<file path="config.mk">
export PLATFORM = sky130hd
export DESIGN_NAME = modular_exponentiation
export DESIGN_NICKNAME = d
export VERILOG_FILES = /design/src/design/mexp_pkg.sv /design/src/design/mexp_mulmod.sv /design/src/design/modular_exponentiation.sv
export SDC_FILE = /design/constraint.sdc
export NUM_CORES = 1
export LEC_CHECK = 0
export ABC_AREA = 1
export BUFFER_PORTS_ARGS = -buffer_cell sky130_fd_sc_hd__buf_2
export CORE_AREA = 2 2 239 147
export DETAILED_ROUTE_END_ITERATION = 7
export DIE_AREA = 0 0 241 149
export GPL_TIMING_DRIVEN = 0
export HOLD_SLACK_MARGIN = 0.02
export PLACE_DENSITY_LB_ADDON = 0.15
export SETUP_SLACK_MARGIN = 0.5
export SLEW_MARGIN = 0
export SYNTH_ARGS = -nofsm -noshare
export SYNTH_HDL_FRONTEND = slang
export SYNTH_SLANG_ARGS = --single-unit
</file>
<file path="constraint.sdc">
create_clock -name i_clk -period 15.8 [get_ports i_clk]
set_clock_uncertainty 0.2 [all_clocks]
set_input_delay 0.79 -clock i_clk [delete_from_list [all_inputs] [get_ports i_clk]]
set_output_delay 0.79 -clock i_clk [all_outputs]
set_load 0.005 [all_outputs]
</file>
<file path="src/design/mexp_pkg.sv">
// mexp_pkg: widths and helpers shared by the modular exponentiation block
// no dependencies
`timescale 1ns / 1ps

package mexp_pkg;

    localparam int FIELD_W      = 31;
    localparam int OPERAND_BITS = 31;
    localparam int CNT_W        = (OPERAND_BITS > 1) ? $clog2(OPERAND_BITS) : 1;

    typedef logic [OPERAND_BITS-1:0] t_opnd;
    typedef logic [FIELD_W-1:0]      t_field;
    typedef logic [CNT_W-1:0]        t_cnt;

    localparam t_cnt LAST_BIT = CNT_W'(OPERAND_BITS - 1);

    function automatic t_opnd narrow(input t_field x);
        t_opnd y;
        y = x[OPERAND_BITS-1:0];
        return y;
    endfunction

    function automatic t_field widen(input t_opnd x);
        t_field y;
        y = '0;
        y[OPERAND_BITS-1:0] = x;
        return y;
    endfunction

endpackage

</file>
<file path="src/design/mexp_mulmod.sv">
// mexp_mulmod: shared modular multiplier, interleaved shift-add with reduction
// one multiplier bit per cycle; uses mexp_pkg
`timescale 1ns / 1ps

module mexp_mulmod (
    input  logic            i_clk,
    input  logic            i_rst_n,
    input  logic            i_start,
    input  mexp_pkg::t_opnd i_a,
    input  mexp_pkg::t_opnd i_b,
    input  mexp_pkg::t_opnd i_n,
    output logic            o_done,
    output mexp_pkg::t_opnd o_result
);

    localparam int W = mexp_pkg::OPERAND_BITS;

    logic            r_busy, n_busy;
    logic            r_done, n_done;
    mexp_pkg::t_cnt  r_cnt, n_cnt;
    mexp_pkg::t_opnd r_acc, n_acc;
    mexp_pkg::t_opnd r_a, n_a;
    mexp_pkg::t_opnd r_b, n_b;

    logic [W:0]      dbl, d1, sum, d2, nz;
    mexp_pkg::t_opnd addend;

    always_comb begin
        nz     = {1'b0, i_n};
        dbl    = {r_acc, 1'b0};
        d1     = (dbl >= nz) ? dbl - nz : dbl;
        addend = r_a[W-1] ? r_b : '0;
        sum    = d1 + {1'b0, addend};
        d2     = (sum >= nz) ? sum - nz : sum;
    end

    always_comb begin
        n_busy = r_busy;
        n_done = 1'b0;
        n_cnt  = r_cnt;
        n_acc  = r_acc;
        n_a    = r_a;
        n_b    = r_b;
        if (i_start) begin
            n_busy = 1'b1;
            n_cnt  = '0;
            n_acc  = '0;
            n_a    = i_a;
            n_b    = i_b;
        end else if (r_busy) begin
            n_acc = d2[W-1:0];
            n_a   = {r_a[W-2:0], 1'b0};
            n_cnt = r_cnt + 1'b1;
            if (r_cnt == mexp_pkg::LAST_BIT) begin
                n_busy = 1'b0;
                n_done = 1'b1;
            end
        end
    end

    always_ff @(posedge i_clk) begin
        if (!i_rst_n) begin
            r_busy <= 1'b0;
            r_done <= 1'b0;
            r_cnt  <= '0;
        end else begin
            r_busy <= n_busy;
            r_done <= n_done;
            r_cnt  <= n_cnt;
        end
        r_acc <= n_acc;
        r_a   <= n_a;
        r_b   <= n_b;
    end

    assign o_done   = r_done;
    assign o_result = r_acc;

endmodule

</file>
<file path="src/design/modular_exponentiation.sv">
// modular_exponentiation: top level, square-and-multiply sequencer around mexp_mulmod
// uses mexp_pkg and mexp_mulmod
`timescale 1ns / 1ps

// Computes base_value ^ exponent mod modulus. One item at a time: o_in_stall is
// high from acceptance until the result is written to the output register. The
// base is first reduced (one modular multiply), then each of the 31 exponent
// bits costs a squaring plus a multiply when the bit is set. Every modular
// multiply runs on the single shared shift-add unit at one bit per cycle. The
// modulus register resets to 1 and ignores writes of zero; write it only
// while no item is in flight.
module modular_exponentiation (
    input  logic                 i_clk,
    input  logic                 i_rst_n,
    input  logic                 i_in_valid,
    output logic                 o_in_stall,
    input  mexp_pkg::t_field     i_base_value,
    input  mexp_pkg::t_field     i_exponent,
    output logic                 o_out_valid,
    input  logic                 i_out_stall,
    output mexp_pkg::t_field     o_power_result,
    input  logic                 i_cfg_valid,
    output logic                 o_cfg_ready,
    input  mexp_pkg::t_field     i_cfg_modulus
);

    localparam logic [2:0] S_IDLE = 3'd0;
    localparam logic [2:0] S_PREP = 3'd1;
    localparam logic [2:0] S_MUL  = 3'd2;
    localparam logic [2:0] S_SQR  = 3'd3;
    localparam logic [2:0] S_FIN  = 3'd4;

    logic [2:0]       r_state, n_state;
    mexp_pkg::t_opnd  r_modulus, n_modulus;
    mexp_pkg::t_opnd  r_acc, n_acc;
    mexp_pkg::t_opnd  r_sq, n_sq;
    mexp_pkg::t_opnd  r_exp, n_exp;
    mexp_pkg::t_cnt   r_bit, n_bit;
    logic             r_mul_start, n_mul_start;
    mexp_pkg::t_opnd  r_mul_a, n_mul_a;
    mexp_pkg::t_opnd  r_mul_b, n_mul_b;
    logic             r_out_valid, n_out_valid;
    mexp_pkg::t_field r_out_data, n_out_data;

    logic             mul_done;
    mexp_pkg::t_opnd  mul_res;
    mexp_pkg::t_opnd  one_mod;
    mexp_pkg::t_opnd  cfg_v;
    logic             in_acc;
    logic             next_bit_set;

    mexp_mulmod u_mulmod (
        .i_clk    (i_clk),
        .i_rst_n  (i_rst_n),
        .i_start  (r_mul_start),
        .i_a      (r_mul_a),
        .i_b      (r_mul_b),
        .i_n      (r_modulus),
        .o_done   (mul_done),
        .o_result (mul_res)
    );

    assign one_mod      = (r_modulus == mexp_pkg::t_opnd'(1)) ? '0 : mexp_pkg::t_opnd'(1);
    assign cfg_v        = mexp_pkg::narrow(i_cfg_modulus);
    assign in_acc       = i_in_valid && !o_in_stall;
    assign next_bit_set = r_exp[r_bit + 1'b1];

    always_comb begin
        n_state     = r_state;
        n_modulus   = r_modulus;
        n_acc       = r_acc;
        n_sq        = r_sq;
        n_exp       = r_exp;
        n_bit       = r_bit;
        n_mul_start = 1'b0;
        n_mul_a     = r_mul_a;
        n_mul_b     = r_mul_b;
        n_out_valid = r_out_valid;
        n_out_data  = r_out_data;

        if (r_out_valid && !i_out_stall) begin
            n_out_valid = 1'b0;
        end
        if (i_cfg_valid && cfg_v != '0) begin
            n_modulus = cfg_v;
        end

        unique case (r_state)
            S_IDLE: begin
                if (in_acc) begin
                    n_acc       = one_mod;
                    n_exp       = mexp_pkg::narrow(i_exponent);
                    n_bit       = '0;
                    n_mul_a     = mexp_pkg::narrow(i_base_value);
                    n_mul_b     = one_mod;
                    n_mul_start = 1'b1;
                    n_state     = S_PREP;
                end
            end
            S_PREP: begin
                if (mul_done) begin
                    n_sq        = mul_res;
                    n_mul_start = 1'b1;
                    if (r_exp[r_bit]) begin
                        n_mul_a = r_acc;
                        n_mul_b = mul_res;
                        n_state = S_MUL;
                    end else begin
                        n_mul_a = mul_res;
                        n_mul_b = mul_res;
                        n_state = S_SQR;
                    end
                end
            end
            S_MUL: begin
                if (mul_done) begin
                    n_acc       = mul_res;
                    n_mul_a     = r_sq;
                    n_mul_b     = r_sq;
                    n_mul_start = 1'b1;
                    n_state     = S_SQR;
                end
            end
            S_SQR: begin
                if (mul_done) begin
                    n_sq = mul_res;
                    if (r_bit == mexp_pkg::LAST_BIT) begin
                        n_state = S_FIN;
                    end else begin
                        n_bit       = r_bit + 1'b1;
                        n_mul_start = 1'b1;
                        if (next_bit_set) begin
                            n_mul_a = r_acc;
                            n_mul_b = mul_res;
                            n_state = S_MUL;
                        end else begin
                            n_mul_a = mul_res;
                            n_mul_b = mul_res;
                            n_state = S_SQR;
                        end
                    end
                end
            end
            S_FIN: begin
                if (!r_out_valid || !i_out_stall) begin
                    n_out_valid = 1'b1;
                    n_out_data  = mexp_pkg::widen(r_acc);
                    n_state     = S_IDLE;
                end
            end
            default: begin
                n_state = S_IDLE;
            end
        endcase
    end

    always_ff @(posedge i_clk) begin
        if (!i_rst_n) begin
            r_state     <= S_IDLE;
            r_modulus   <= mexp_pkg::t_opnd'(1);
            r_mul_start <= 1'b0;
            r_out_valid <= 1'b0;
            r_bit       <= '0;
        end else begin
            r_state     <= n_state;
            r_modulus   <= n_modulus;
            r_mul_start <= n_mul_start;
            r_out_valid <= n_out_valid;
            r_bit       <= n_bit;
        end
        r_acc      <= n_acc;
        r_sq       <= n_sq;
        r_exp      <= n_exp;
        r_mul_a    <= n_mul_a;
        r_mul_b    <= n_mul_b;
        r_out_data <= n_out_data;
    end

    assign o_in_stall     = (r_state != S_IDLE);
    assign o_out_valid    = r_out_valid;
    assign o_power_result = r_out_data;
    assign o_cfg_ready    = 1'b1;

endmodule

</file>
==> results of run 1 <==
## final cells by class
type	count	area [µm²]
Fill cell	2999	11700
Multi-Input combinational cell	1763	9360
Sequential cell	327	9030
Inverter	347	1300
Clock buffer	34	787
Timing Repair Buffer	138	769
Tap cell	467	584
Buffer	87	385
Clock inverter	23	206
## synthesized netlist by cell type (2+ instances only)
master and n:
a211oi_1 3, a21boi_0 3, a21o_1 9, a21oi_1 165, a31oi_1 6, and3_1 4
buf_2 23, buf_4 2, buf_6 3, clkbuf_1 59, clkinv_1 3, dfxtp_1 79
edfxtp_1 248, fa_1 3, ha_1 97, inv_1 343, nand2_1 693, nand2_2 6
nand3_1 142, nand3b_1 26, nand4_1 68, nor2_1 179, nor3_1 20, nor3b_1 2
nor4_1 14, o2111ai_1 24, o211ai_1 53, o21ai_0 121, o21ai_1 3, o21bai_1 13
o22ai_1 23, or2_2 6, xnor2_1 28, xor2_1 42
## per-stage QoR
step | setup slack, ns | util
3_5_place_dp | 8.92 | 0.628
5_1_grt | 8.17 | 0.658
3_3_place_gp | 7.35 | 0.624
2_1_floorplan | 9.73 | -
4_1_cts | 8.87 | 0.657
6_report | 8.55 | 0.658
## placed cells by master, fill, tap and decap left out, types with 7 or more instances in the layout
cell / count
nand2_1: 693
inv_1: 343
edfxtp_1: 248
nor2_1: 176
a21oi_1: 165
buf_2: 153
nand3_1: 142
o21ai_0: 121
ha_1: 97
dfxtp_1: 78
nand4_1: 68
clkbuf_1: 62
o211ai_1: 53
xor2_1: 42
clkbuf_16: 31
xnor2_1: 28
nand3b_1: 26
o2111ai_1: 24
o22ai_1: 22
nor3_1: 19
nor4_1: 14
o21bai_1: 13
clkinv_1: 9
a21o_1: 9
buf_6: 8
clkinv_2: 7
## flip-flops by register name, summed over array words and instances (netlist names)
| signal | cells |
|---|---|
| o_power_result | 31 |
| r_acc | 31 |
| r_exp | 31 |
| r_modulus | 31 |
| r_mul_a | 31 |
| r_mul_b | 31 |
| r_sq | 31 |
| u_mulmod.o_result | 31 |
| u_mulmod.r_a | 31 |
| u_mulmod.r_b | 31 |
| r_bit | 5 |
| u_mulmod.r_cnt | 5 |
| r_state | 3 |
| o_out_valid | 1 |
| r_mul_start | 1 |
| u_mulmod.o_done | 1 |
| u_mulmod.r_busy | 1 |
## path summary, 6_finish.rpt
path / from / to / depth (start not counted)
worst max register to register: r_modulus[30] / u_mulmod.o_result[25] / 35
worst min register to register: r_mul_b[18] / u_mulmod.r_b[18] / 0
worst max-delay path: r_modulus[30] / u_mulmod.o_result[25] / 35
worst min-delay path: i_exponent[28] / r_exp[28] / 1
## routing by layer
metal | GRT usage | routed length [µm] | up-vias
li1 | - | - | 8872
met1 | 0.576 | 30200 | 8907
met2 | 0.513 | 26400 | 1129
met3 | 0.106 | 9320 | 93
met4 | 0.0642 | 1120 | 2
met5 | 0.0138 | 68 | -
## cells by family (layout without fill, tap and decap cells)
| logic type | after synthesis | in the layout | synth area share |
|---|---|---|---|
| AOI/OAI and AO/OA | 428 | 428 | 0.124 |
| xor gates and xnor gates | 70 | 70 | 0.0306 |
| adders and majority gates | 100 | 100 | 0.0636 |
| buffers and inverters | 434 | 629 | 0.0842 |
| DFF | 327 | 327 | 0.451 |
| muxes | 1 | 1 | 0.000500 |
| other | 1 | 1 | 0.000187 |
| and+or+nand+nor | 1163 | 1163 | 0.246 |
==> summary.txt, run 1 <==
outcome: finished, final reports clean
Max Cap Viol: 0
GRT Total Usage: 0.371
# rows: 53
Sink Count: 327
Core Box Area: 34,100 µm²
Die X: 241 µm
Post-Place Cells: 3,128
top cells by area, synth: edfxtp_1 37%, nand2_1 13%, dfxtp_1 7.9%
Post-synth ARST share: 0
H-tree depth: 1
Clock Latency Late Sink: 0.59 ns
Num CTS Buffers: 31
Critical Path End Type: register
initial drt markers: 2,730
GP Congestion: 0.988
final setup TNS: 0 ns
CP required: 16.12 ns
fin area: 22,400 µm²
CP arrival: 7.57 ns
vias in the first global route: 17,300
Fmax achieved: 0.138 GHz
Yosys cell types: 45
CTS tree: done
CP max stage cell: ha_1
Yosys reg bits: 327
# DRC: 0
Max Slew Vio Count: 0
Post-synth EDFFs: 248
cell accounting for the most synthesized area: edfxtp_1
Congestion Overflow GR: 0
fin cells: 3,186
I/O Pins: 132
Worst setup SP type: register
Die Footprint: 35,900 µm²
largest net degree at the start of global routing: 33
ratio of cells with drive above 1 in the final layout: 0.0872
initial antenna violation count: 1
CP top delay family: simple AND/OR/NAND/NOR gates
predominant post-synthesis flop cell: edfxtp_1
# hold bufs at CTS: 0
Clock Tree Root: clkbuf_16
final worst path period need: 7.25 ns
sequential fraction of the synthesis area: 0.451
FF-to-FF setup slack: 8.55 ns
# resized after CTS: 0
fin crit share: 0.459
Starting Density: 0.588
DR pass1 iterations: 6
IO Port Bufs: 130
Syn Nets: 2,722
Hold Worst Slack: 0.187 ns
Setup Fix Bufs, Post-CTS: 0
post-synth top area share: 0.372
CTS Buffer Depth: 3
Crit Path Category: register to register
measured slew at the worst slew-check pin: 1.07 ns
DP Area: 21,400 µm²
die height: 149 µm
Synth Warn #: 0
Worst-path clk slew: 0.07 ns
antenna-violating nets left: 0
HPWL after DPL: 53,500 µm
Hold WC Path Type: primary input to register
area growth from synthesis to layout: 11.9%
# setup viols final: 0
RSZ-0062 raised after global routing: false
first-pass GRT wire length: 101,000 µm
Gate Count Post-Synth: 2,524
most frequent CP cell: nand2_1
Buf/Inv on CP: 7
ANT cells: 0
total number of vias: 19,000
Avg WL per Cell: 21.1 µm
CP max FO: 10
Post-Route WL: 67,100 µm
Via density: 5.96
Max-Slew Margin vs Limit: 0.285
crit-path max cell delay: 0.38 ns
nets: 2,893
Final Hold Fails: 0
Syn Std Cell Area: 20,000 µm²
syn avg cell area: 7.94 µm²
Power of run 1 is left out: the tool's default activity adds up to more than one toggle a clock period on the data nets, which glitch-free logic cannot reach.
==> inputs of run 2 (changes only) <==
==> constraint.sdc (replaced) <==
create_clock -name i_clk -period 6.75 [get_ports i_clk]
set_clock_uncertainty 0.2 [all_clocks]
set_input_delay 0.3375 -clock i_clk [delete_from_list [all_inputs] [get_ports i_clk]]
set_output_delay 0.3375 -clock i_clk [all_outputs]
set_load 0.005 [all_outputs]
==> run 2 against run 1 <==
Effect of this change:
- first-iteration DRC count increased by 14%
- global-route usage rose by 1.4 points
- cell area rose by 7.9%
- fmax up 19%
- non-clock buffer count up 107
- cell count is 3.4% higher
- sequential share of layout area fell by 2.9 points
- setup slack worse by 7.9 ns
- largest cell class unchanged
- critical path type unchanged
==> summary.txt, run 2 (synthesis gave the netlist of run 1 again) <==
outcome: finished, final reports clean
Clock Tree Root: clkbuf_16
CTS Buffer Depth: 3 (unchanged)
Congestion Overflow GR: 0 (unchanged)
I/O Pins: 132 (unchanged)
Avg WL per Cell: 21.3 µm (+1.3%)
CTS tree: done
most common cell after layout, fill and taps aside: nand2_1
DR pass1 iterations: 6 (unchanged)
Die Footprint: 35,900 µm² (unchanged)
die height: 149 µm (unchanged)
Clock Latency Late Sink: 0.60 ns (about the same)
# rows: 53 (unchanged)
Num CTS Buffers: 31 (unchanged)
Max Slew Vio Count: 0 (unchanged)
Worst-path clk slew: 0.07 ns (about the same)
CP max stage cell: dfxtp_1
GP Congestion: 0.988 (unchanged)
most frequent cells in the layout: 675 x nand2_1, 341 x inv_1, 248 x edfxtp_1
IO Port Bufs: 130 (unchanged)
Post-Place Cells: 3,128 (unchanged)
Post-Route WL: 70,300 µm (+4.8%)
pre-CTS setup slack: -0.131 ns (-9.05 ns)
# setup viols final: 0 (unchanged)
RSZ-0062 raised after global routing: false
Hold WC Path Type: primary input to register
Fill cells: 2,748 (-8.4%)
CP required: 7.02 ns (-9.10 ns)
HPWL after DPL: 53,500 µm (unchanged)
Crit Path Category: register to register
initial drt markers: 3,100 (+14%)
total number of vias: 19,800 (+4.1%)
Critical Path End Type: register
antenna-violating nets left: 0 (unchanged)
nets: 3,000 (+3.7%)
crit-path max cell delay: 0.45 ns (+0.07 ns)
Hold Worst Slack: 0.106 ns (-0.0814 ns)
Max Cap Viol: 0 (unchanged)
GRT Total Usage: 0.385 (+0.0137)
Starting Density: 0.588 (unchanged)
Worst setup SP type: register
initial antenna violation count: 2 (+1)
final setup TNS: 0 ns (unchanged)
Max-Slew Margin vs Limit: 0.268 (-0.0170)
fin cells: 3,295 (+3.4%)
CP max FO: 10 (unchanged)
fin crit share: 0.906 (+0.447)
ratio of cells with drive above 1 in the final layout: 0.136 (+0.0491)
CP arrival: 6.39 ns (-1.18 ns)
final worst path period need: 6.11 ns (-1.14 ns)
largest net degree at the start of global routing: 33 (unchanged)
Via density: 6.00 (+0.64%)
Die X: 241 µm (unchanged)
H-tree depth: 1 (unchanged)
Fmax achieved: 0.164 GHz (+19%)
first-pass GRT wire length: 104,000 µm (+3.7%)
most frequent CP cell: nand2_1
area growth from synthesis to layout: 20.7%
Final WS setup: 0.636 ns (-7.91 ns)
measured slew at the worst slew-check pin: 1.10 ns (+0.0254 ns)
Sink Count: 327 (unchanged)
Core Box Area: 34,100 µm² (unchanged)
Final Hold Fails: 0 (unchanged)
vias in the first global route: 18,000 (+3.7%)
# DRC: 0 (unchanged)
==> run 2: final cells by class <==
type                            count  area (µm²)  share of cell area
Sequential cell                   327        9040               0.374
Buffer                             87         433              0.0179
Clock buffer                       34         787              0.0325
Timing Repair Buffer              245        1810              0.0749
Inverter                          347        1300              0.0538
Multi-Input combinational cell   1763       10000               0.414
Antenna cell                        2        5.00            0.000207
Tap cell                          467         584              0.0242
Clock inverter                     23         206             0.00853
==> run 2: repair_timing <==
action | in CTS | in global routing
hold endpoints to repair | 94 | 0
setup endpoints to repair | 31 | 31
buffers inserted | 1 | 10
pin swaps | 1 | 21
hold buffers | 96 | 0
resized for setup | 25 | 165
==> run 2: stage by stage <==
stage,utilization,cell area (µm²)
6_report,0.710,24200
5_1_grt,0.710,24200
4_1_cts,0.688,23400
3_5_place_dp,0.628,21400
3_3_place_gp,0.624,21300
2_1_floorplan,-,20000
==> run 2: worst paths after layout <==
kind                      endpoint  cells past startpoint                  start  slack [ns]
min reg2reg       u_mulmod.r_b[18]                      0            r_mul_b[18]        0.21
min              u_mulmod.r_cnt[4]                      3                i_rst_n        0.11
max          u_mulmod.o_result[27]                     36  u_mulmod.o_result[16]        0.64
max reg2reg  u_mulmod.o_result[27]                     36  u_mulmod.o_result[16]        0.64
==> run 2: layer usage <==
metal / up-vias / global-route usage / share of wire
met4: 2 / 0.0691 / 0.018
met2: 1300 / 0.547 / 0.41
met5: - / 0.0138 / 0.00090
met1: 9287 / 0.584 / 0.44
li1: 9071 / - / -
met3: 118 / 0.110 / 0.13
==> run 2: worst max-delay path, delay by kind of cell, from the launching register on <==
kind	cells	cell delay, ns
buf+inv	5	0.70
simple gates	23	2.46
compound gates	5	1.01
fa+ha+maj	3	1.14
flops	1	0.45
Power of run 2 is left out for the same reason.
